--- config.mk ---
export PLATFORM = sky130hd
export DESIGN_NAME = max_length_sequence_generator_unit
export DESIGN_NICKNAME = d
export VERILOG_FILES = /design/src/rtl/mlsg_pkg.sv /design/src/rtl/mlsg_cell.sv /design/src/rtl/mlsg_chain.sv /design/src/rtl/max_length_sequence_generator_unit.sv
export VERILOG_INCLUDE_DIRS = /design/src /design/src/rtl
export SDC_FILE = /design/constraint.sdc
export NUM_CORES = 1
export LEC_CHECK = 0
export ABC_CLOCK_PERIOD_IN_PS = 7850
export BUFFER_PORTS_ARGS = -buffer_cell sky130_fd_sc_hd__buf_2
export CAP_MARGIN = 10
export CORE_MARGIN = 2
export CORE_UTILIZATION = 55
export DETAILED_ROUTE_END_ITERATION = 10
export PLACE_DENSITY = 0.86
export SYNTH_ARGS = -nofsm -noshare
export SYNTH_HDL_FRONTEND = slang
export SYNTH_HIERARCHICAL = 1
export SYNTH_SLANG_ARGS = --single-unit
export TNS_END_PERCENT = 50
--- constraint.sdc ---
create_clock -name clk -period 7.85 [get_ports clk]
set_clock_uncertainty 0.15 [all_clocks]
set_input_delay 0.785 -clock clk [delete_from_list [all_inputs] [get_ports clk]]
set_output_delay 0.785 -clock clk [all_outputs]
set_load 0.005 [all_outputs]
--- src/rtl/max_length_sequence_generator_unit_macros.svh ---
// assertion helpers for the sequence generator
`ifndef MAX_LENGTH_SEQUENCE_GENERATOR_UNIT_MACROS_SVH
`define MAX_LENGTH_SEQUENCE_GENERATOR_UNIT_MACROS_SVH

// same-cycle implication, checked outside reset
`define MLSG_ASSERT_NOW(lbl, ante, cons, msg) \
  lbl: assert property (@(posedge clk) disable iff (rst) (ante) |-> (cons)) else $error(msg);

// next-cycle implication, checked outside reset
`define MLSG_ASSERT_NEXT(lbl, ante, cons, msg) \
  lbl: assert property (@(posedge clk) disable iff (rst) (ante) |=> (cons)) else $error(msg);

`endif

--- src/rtl/mlsg_pkg.sv ---
package mlsg_pkg;

  localparam int MaxLength = 32;
  localparam int LenWidth  = 6;
  localparam logic [LenWidth-1:0] LenMin   = 6'd2;
  localparam logic [LenWidth-1:0] LenMax   = 6'd32;
  localparam logic [LenWidth-1:0] LenReset = 6'd2;

  localparam logic FuncLoad = 1'b0;
  localparam logic FuncStep = 1'b1;

  // per-cycle commands to the cell row
  typedef struct packed {
    logic init;   // return to the single-one start pattern
    logic load;   // take the seed
    logic shift;  // advance one step
  } mlsg_ctrl_t;

  function automatic logic [LenWidth-1:0] clamp_len(input logic [LenWidth-1:0] v);
    logic [LenWidth-1:0] r;
    r = v;
    if (v < LenMin) r = LenMin;
    if (v > LenMax) r = LenMax;
    return r;
  endfunction

  function automatic logic [MaxLength-1:0] len_mask(input logic [LenWidth-1:0] n);
    logic [MaxLength-1:0] r;
    if (n >= LenMax) r = '1;
    else r = (MaxLength'(1) << n) - MaxLength'(1);
    return r;
  endfunction

  // one-hot of the top cell, bit n-1
  function automatic logic [MaxLength-1:0] top_onehot(input logic [LenWidth-1:0] n);
    logic [MaxLength-1:0] m;
    m = len_mask(n);
    return m ^ (m >> 1);
  endfunction

  // feedback taps including the oldest bit at position 0
  function automatic logic [MaxLength-1:0] tap_mask(input logic [LenWidth-1:0] n);
    logic [4:0] d0;
    logic [4:0] d1;
    logic [4:0] d2;
    logic       three;
    logic [MaxLength-1:0] r;
    d0 = 5'd1;
    d1 = 5'd0;
    d2 = 5'd0;
    three = 1'b0;
    case (n)
      6'd2:  d0 = 5'd1;
      6'd3:  d0 = 5'd2;
      6'd4:  d0 = 5'd3;
      6'd5:  d0 = 5'd3;
      6'd6:  d0 = 5'd5;
      6'd7:  d0 = 5'd6;
      6'd8:  begin d0 = 5'd7;  d1 = 5'd6;  d2 = 5'd1;  three = 1'b1; end
      6'd9:  d0 = 5'd5;
      6'd10: d0 = 5'd7;
      6'd11: d0 = 5'd9;
      6'd12: begin d0 = 5'd11; d1 = 5'd10; d2 = 5'd4;  three = 1'b1; end
      6'd13: begin d0 = 5'd12; d1 = 5'd11; d2 = 5'd8;  three = 1'b1; end
      6'd14: begin d0 = 5'd13; d1 = 5'd12; d2 = 5'd2;  three = 1'b1; end
      6'd15: d0 = 5'd14;
      6'd16: begin d0 = 5'd15; d1 = 5'd13; d2 = 5'd4;  three = 1'b1; end
      6'd17: d0 = 5'd14;
      6'd18: d0 = 5'd11;
      6'd19: begin d0 = 5'd18; d1 = 5'd17; d2 = 5'd14; three = 1'b1; end
      6'd20: d0 = 5'd17;
      6'd21: d0 = 5'd19;
      6'd22: d0 = 5'd21;
      6'd23: d0 = 5'd18;
      6'd24: begin d0 = 5'd23; d1 = 5'd22; d2 = 5'd17; three = 1'b1; end
      6'd25: d0 = 5'd22;
      6'd26: begin d0 = 5'd25; d1 = 5'd24; d2 = 5'd20; three = 1'b1; end
      6'd27: begin d0 = 5'd26; d1 = 5'd25; d2 = 5'd22; three = 1'b1; end
      6'd28: d0 = 5'd25;
      6'd29: d0 = 5'd27;
      6'd30: begin d0 = 5'd29; d1 = 5'd28; d2 = 5'd7;  three = 1'b1; end
      6'd31: d0 = 5'd28;
      6'd32: begin d0 = 5'd31; d1 = 5'd30; d2 = 5'd10; three = 1'b1; end
      default: d0 = 5'd1;
    endcase
    r = MaxLength'(1) | (MaxLength'(1) << d0);
    if (three) r = r | (MaxLength'(1) << d1) | (MaxLength'(1) << d2);
    return r;
  endfunction

endpackage

--- src/rtl/mlsg_cell.sv ---
module mlsg_cell (
  input  logic               clk,
  input  logic               rst,
  input  mlsg_pkg::mlsg_ctrl_t ctrl,
  input  logic               init_bit,   // start pattern value of this cell
  input  logic               seed_bit,
  input  logic               active,     // cell lies inside the current length
  input  logic               top,        // cell is bit length-1
  input  logic               right_bit,  // neighbor one place up
  input  logic               fb,
  output logic               q
);
  import mlsg_pkg::*;

  always_ff @(posedge clk) begin
    if (rst) begin
      q <= init_bit;
    end else if (ctrl.init) begin
      q <= init_bit;
    end else if (ctrl.load) begin
      q <= seed_bit & active;
    end else if (ctrl.shift) begin
      q <= top ? fb : right_bit;
    end
  end

endmodule

--- src/rtl/mlsg_chain.sv ---
module mlsg_chain (
  input  logic                              clk,
  input  logic                              rst,
  input  mlsg_pkg::mlsg_ctrl_t              ctrl,
  input  logic [mlsg_pkg::MaxLength-1:0]    seed,
  input  logic [mlsg_pkg::MaxLength-1:0]    active_mask,
  input  logic [mlsg_pkg::MaxLength-1:0]    top_sel,
  input  logic [mlsg_pkg::MaxLength-1:0]    tap_sel,
  output logic [mlsg_pkg::MaxLength-1:0]    state
);
  import mlsg_pkg::*;

  logic [MaxLength:1] right;
  logic               fb;

  // bits above the length are zero, so the top cell of the row shifts in zero
  assign right = {1'b0, state[MaxLength-1:1]};
  assign fb    = ^(state & tap_sel);

  for (genvar i = 0; i < MaxLength; i++) begin : g_cell
    mlsg_cell u_cell (
      .clk       (clk),
      .rst       (rst),
      .ctrl      (ctrl),
      .init_bit  (i == 0),
      .seed_bit  (seed[i]),
      .active    (active_mask[i]),
      .top       (top_sel[i]),
      .right_bit (right[i+1]),
      .fb        (fb),
      .q         (state[i])
    );
  end

endmodule

--- src/rtl/max_length_sequence_generator_unit.sv ---
// Maximum length sequence generator: a Fibonacci shift register of 2 to 32
// cells whose length is set by cfg_wdata (clamped to 2..32; a write also
// restarts the register at 1 and the period position at 0). A request with
// tuser = 0 loads the low length bits of tdata as seed and is answered with
// tuser = 1 if those bits are all zero, in which case nothing changes. A
// request with tuser = 1 emits the oldest bit, feeds back the XOR of the
// tapped cells into the top cell and reports the bit's position in the
// period, with tlast on the final bit. Every request gives exactly one
// response, registered in the cycle after; while downstream keeps up, a
// new request is taken every cycle, as cells and position counter update
// on acceptance and the response register frees once downstream takes it.
`include "max_length_sequence_generator_unit_macros.svh"

module max_length_sequence_generator_unit (
  input  logic                          clk,
  input  logic                          rst,
  // length register write
  input  logic                          cfg_we,
  input  logic [mlsg_pkg::LenWidth-1:0] cfg_wdata,
  // request side
  input  logic                          s_axis_tvalid,
  output logic                          s_axis_tready,
  input  logic [31:0]                   s_axis_tdata,   // seed[31:0]
  input  logic                          s_axis_tuser,   // func
  // response side
  output logic                          m_axis_tvalid,
  input  logic                          m_axis_tready,
  output logic [39:0]                   m_axis_tdata,   // out_bit, position[32:1], zeros
  output logic                          m_axis_tlast,   // period_last
  output logic                          m_axis_tuser    // seed_rejected
);
  import mlsg_pkg::*;

  // length-derived selections, recomputed on each length write
  logic [MaxLength-1:0] mask;
  logic [MaxLength-1:0] last_pos;
  logic [MaxLength-1:0] top_sel;
  logic [MaxLength-1:0] tap_sel;
  logic [LenWidth-1:0]  cfg_len;

  // period position of the next emitted bit
  logic [MaxLength-1:0] pos;
  logic [MaxLength-1:0] pos_next;

  logic [MaxLength-1:0] shift_state;
  logic [MaxLength-1:0] seed_masked;
  mlsg_ctrl_t           ctrl;

  logic s_acc;
  logic is_step;
  logic seed_zero;

  assign cfg_len = clamp_len(cfg_wdata);

  always_ff @(posedge clk) begin
    if (rst) begin
      mask     <= len_mask(LenReset);
      last_pos <= len_mask(LenReset) - MaxLength'(1);
      top_sel  <= top_onehot(LenReset);
      tap_sel  <= tap_mask(LenReset);
    end else if (cfg_we) begin
      mask     <= len_mask(cfg_len);
      last_pos <= len_mask(cfg_len) - MaxLength'(1);
      top_sel  <= top_onehot(cfg_len);
      tap_sel  <= tap_mask(cfg_len);
    end
  end

  // response register doubles as the skid between both sides
  assign s_axis_tready = !m_axis_tvalid || m_axis_tready;
  assign s_acc         = s_axis_tvalid && s_axis_tready;
  assign is_step       = (s_axis_tuser == FuncStep);
  assign seed_masked   = s_axis_tdata & mask;
  assign seed_zero     = (seed_masked == '0);

  always_comb begin
    ctrl.init  = cfg_we;
    ctrl.load  = s_acc && !is_step && !seed_zero;
    ctrl.shift = s_acc && is_step;
  end

  mlsg_chain u_chain (
    .clk         (clk),
    .rst         (rst),
    .ctrl        (ctrl),
    .seed        (s_axis_tdata),
    .active_mask (mask),
    .top_sel     (top_sel),
    .tap_sel     (tap_sel),
    .state       (shift_state)
  );

  // wrap after the last bit of the period
  assign pos_next = (pos >= last_pos) ? '0 : pos + MaxLength'(1);

  always_ff @(posedge clk) begin
    if (rst) begin
      pos <= '0;
    end else if (cfg_we || ctrl.load) begin
      pos <= '0;
    end else if (ctrl.shift) begin
      pos <= pos_next;
    end
  end

  // response register
  always_ff @(posedge clk) begin
    if (rst) begin
      m_axis_tvalid <= 1'b0;
    end else if (s_acc) begin
      m_axis_tvalid <= 1'b1;
    end else if (m_axis_tready) begin
      m_axis_tvalid <= 1'b0;
    end
  end

  always_ff @(posedge clk) begin
    if (s_acc) begin
      if (is_step) begin
        m_axis_tdata <= {7'd0, pos, shift_state[0]};
        m_axis_tlast <= (pos == last_pos);
        m_axis_tuser <= 1'b0;
      end else begin
        m_axis_tdata <= '0;
        m_axis_tlast <= 1'b0;
        m_axis_tuser <= seed_zero;
      end
    end
  end

  // register never holds zero or bits beyond its length
  `MLSG_ASSERT_NOW(a_state_in_range, 1'b1,
    (shift_state != '0) && ((shift_state & ~mask) == '0), "shift state out of range")

  // a rejected seed leaves register and position alone
  `MLSG_ASSERT_NEXT(a_reject_holds, s_acc && !is_step && seed_zero && !cfg_we,
    $stable(shift_state) && $stable(pos), "rejected seed changed state")

  // stepping past the last bit of the period restarts the position
  `MLSG_ASSERT_NEXT(a_period_wrap, ctrl.shift && (pos == last_pos) && !cfg_we,
    pos == '0, "period position did not wrap")

  // an empty response register always takes a request
  `MLSG_ASSERT_NOW(a_ready_when_empty, !m_axis_tvalid, s_axis_tready,
    "request blocked with empty response register")

endmodule
==> results by group <==
Die
  – Initial Util: 56.0%
  – Die Wd: 156 um
  – Die ar.: 0.0243 mm2
  – Core Rows: 55
  – I/O pin cnt: 88
  – Core Area: 0.0226 mm2
  – Die height: 156 um

Detailed routing
  – DRC: 0
  – Via count: 10336
  – TritonRoute pass-1 iters: 6
  – Drt first-iter violations: 1029
  – Via/cell ratio: 5.78
  – ANT nets after route: 0
  – Per-cell routed wire length: 18.4 um
  – Final WL: 32900 um

Finish
  – Layout area overhead: 12.2%
  – Final #Nets: 1615
  – Layout cells sized above 1: 11.8%
  – Antenna diodes: 0

Placement
  – Routability cong.: 0.960
  – IO buf count: 80
  – Post-DP HPWL: 23800 um
  – Pre-CTS WS: 3.18 ns

GRT
  – First-pass GRT wire length: 51200 um
  – GRT overflow: 0
  – Largest net degree at the start of global routing: 105
  – Initial antenna violation count: 0
  – Vias in the first global route: 9650
  – GRT Util Overall: 26.8%

Synthesis
  – Post-synth EDFFs: 67
  – Netlist cell types: 61
  – Post-Syn Area: 0.0127 mm2
  – Seq/Total Area, Yosys: 41.0%
  – Post-Synthesis Cells: 1390
  – Post-synth top flop: dfxtp_1
  – Yosys Warn Count: 6
  – Number of synthesized register bits: 226
  – Post-synthesis async set-or-reset flop share: 0%
  – Syn Area/Cell: 9.12 um2

Setup path
  – WP data required: 8.16 ns
  – Crit path max-delay family: compound AO/OA/AOI/OAI gates
  – Slowest-stage cell, CP: a21oi_1
  – WP data arrival: 4.52 ns
  – Startpoint type of the worst setup path: primary input
  – Max Fanout on Critical Path: 21
  – Critical path, cell by cell: buf_2, or2_2, inv_1, nand2_1, a21oi_1, ha_1, nor2b_1, o21ai_0, a31oi_1, o211ai_1, a31oi_1, o211ai_1, xnor2_1, o21ai_0
  – CP Capture Type: flop
  – Crit Path Category: in -> reg
  – Worst path max stage delay: 0.49 ns
  – CP bufs+invs: 2

Hold path
  – Worst Hold Class: reg -> reg

STA
  – Fmax: 0.237 GHz
  – Setup_tns: 0 ns
  – Max Slew Vio Count: 0
  – Worst rel slew slack: 23.0%
  – Worst slew pin tran: 1.15 ns
  – Setup slack after layout: 3.63 ns
  – Fin. Hold Viols: 0
  – Unrepaired setup endpoints after global routing: no
  – # setup viols final: 0
  – Crit path time final: 4.22 ns
  – Post-route clock period utilization: 53.7%

Clock network
  – Depth of the CTS H-tree: 1
  – Clock Pin Slew Worst Setup and Hold Paths: 0.06 ns
  – Clock Sink Count: 226
  – CTS hold repair buffers: 0
  – CTS Root Cell: clkbuf_16
  – CTS tree: yes
  – CTS Buffer Depth: 3
  – CTS Buf Count: 25
  – Post-CTS Resized: 0
  – Clk_lat worst skew: 0.53 ns
  – # Post-CTS Setup Buffers: 0

Power
  – Cell Pwr Density: 207 mW/mm2
  – Worst VDD drop: 0.179 mV
  – PnR Total Power: 2940 uW
  – Leak pwr: 0.00589 uW

Run status
  – Status: finished, final reports clean

Run
  – Max cap viols: 0
[report_power, final]
| group | internal [uW] | total (uW) | switching [uW] | leakage [uW] |
|---|---|---|---|---|
| clock | 693 | 1180 | 483 | 0.000403 |
| sequential | 1280 | 1320 | 49.2 | 0.00199 |
| combinational | 164 | 440 | 276 | 0.00350 |
[placed cells by master, fill, tap and decap left out, drive strengths merged, types with 12 or more instances in the layout]
cell    instances
a22oi          18
xor2           29
nand2         127
a21o           12
o21ai          60
nor3           14
mux2i          75
and2           40
nand3          57
a211oi         32
dfxtp         159
nor2          217
xnor2          52
mux2           33
inv            62
nand4          25
a21oi          53
clkbuf         35
ha             87
conb           43
edfxtp         67
nor2b          12
buf            89
[cell families (layout without fill, tap and decap cells)]
logic type / after synthesis / after routing / share of synthesized area (%)
AOI/OAI and AO/OA: 226 / 226 / 11.8
muxes: 108 / 108 / 9.80
buffers and inverters: 121 / 195 / 3.83
DFF: 226 / 226 / 41.0
xor gates and xnor gates: 81 / 81 / 5.60
adders and majority gates: 87 / 87 / 8.59
and+or+nand+nor: 537 / 537 / 19.3
other: 4 / 43 / 0.118
[synth_stat cells (all sizes together) (3+ instances only)]
cell,n,share of area [%]
xnor2,52,3.6
or3,5,0.25
nand3b,3,0.18
a21boi,8,0.47
and4,4,0.28
mux2i,75,5.9
a31oi,11,0.66
o21ai,60,2.4
o22ai,3,0.15
o211ai,3,0.18
nor2,217,6.4
nand2b,8,0.39
nor4,5,0.25
nand3,57,2.3
a32oi,8,0.55
a211oi,32,1.9
a22oi,18,1.1
conb,4,0.12
a21oi,53,2.1
inv,60,1.8
ha,87,8.6
nand4,25,1.2
clkbuf,41,1.2
dfxtp,159,25
nor3,14,0.59
buf,20,0.84
nand2,127,3.8
and2,40,2.0
xor2,29,2.0
and3,11,0.54
or2,5,0.25
mux2,33,3.9
a21o,12,0.71
nor2b,12,0.65
edfxtp,67,16
[tightest hold or removal path: cells and delay by family, from the launching register on]
family,cells,cell delay [ns]
and+or+nand+nor,1,0.05
DFF,1,0.31
buffers and inverters,1,0.05
[path summary, 6_finish.rpt]
kind / depth (start not counted) / slack (ns) / startpoint / endpoint
hold / removal: 2 / 0.29 / last_pos[1] / last_pos[1]
setup / recovery: 14 / 3.63 / cfg_wdata[5] / last_pos[30]
setup reg to reg: 9 / 4.29 / mask[8] / u_chain/g_cell[26].u_cell/q
hold reg to reg: 2 / 0.29 / last_pos[1] / last_pos[1]
[per-stage QoR]
stage / util, % / std cells / hold slack (ns) / cell area, um2
floorplan: - / 1429 / 0.245 / 12800
global placement: 59.2 / 1742 / 0.259 / 13400
detailed placement: 59.2 / 1742 / 0.282 / 13400
CTS: 62.9 / 1788 / 0.297 / 14200
global route: 62.9 / 1788 / 0.318 / 14200
finish: 62.9 / 1788 / 0.287 / 14200
[final cells by class]
class | count | area (um2)
repair buffers | 89 | 477
clock inverters | 11 | 118
inverters | 60 | 225
clock buffers | 35 | 703
flip-flops and latches | 226 | 5190
fillers | 1820 | 8410
well taps | 285 | 357
multi-input cells | 1082 | 7160
[flip-flops by register name, summed over array words and instances, names as in the netlist]
register / count
u_chain/g_cell.u_cell/q: 32
m_axis_tvalid: 1
top_sel: 31
m_axis_tdata: 33
last_pos: 32
m_axis_tlast: 1
pos: 32
m_axis_tuser: 1
mask: 32
tap_sel: 31
[per-layer routing]
metal	part of all wire (%)	track usage [%]	vias up
met5	0	0	-
li1	-	-	4988
met1	41	35.1	4802
met3	8.3	4.64	99
met4	5.3	11.9	0
met2	45	43.6	447
Note: power is estimated with default switching activity, not from simulation.
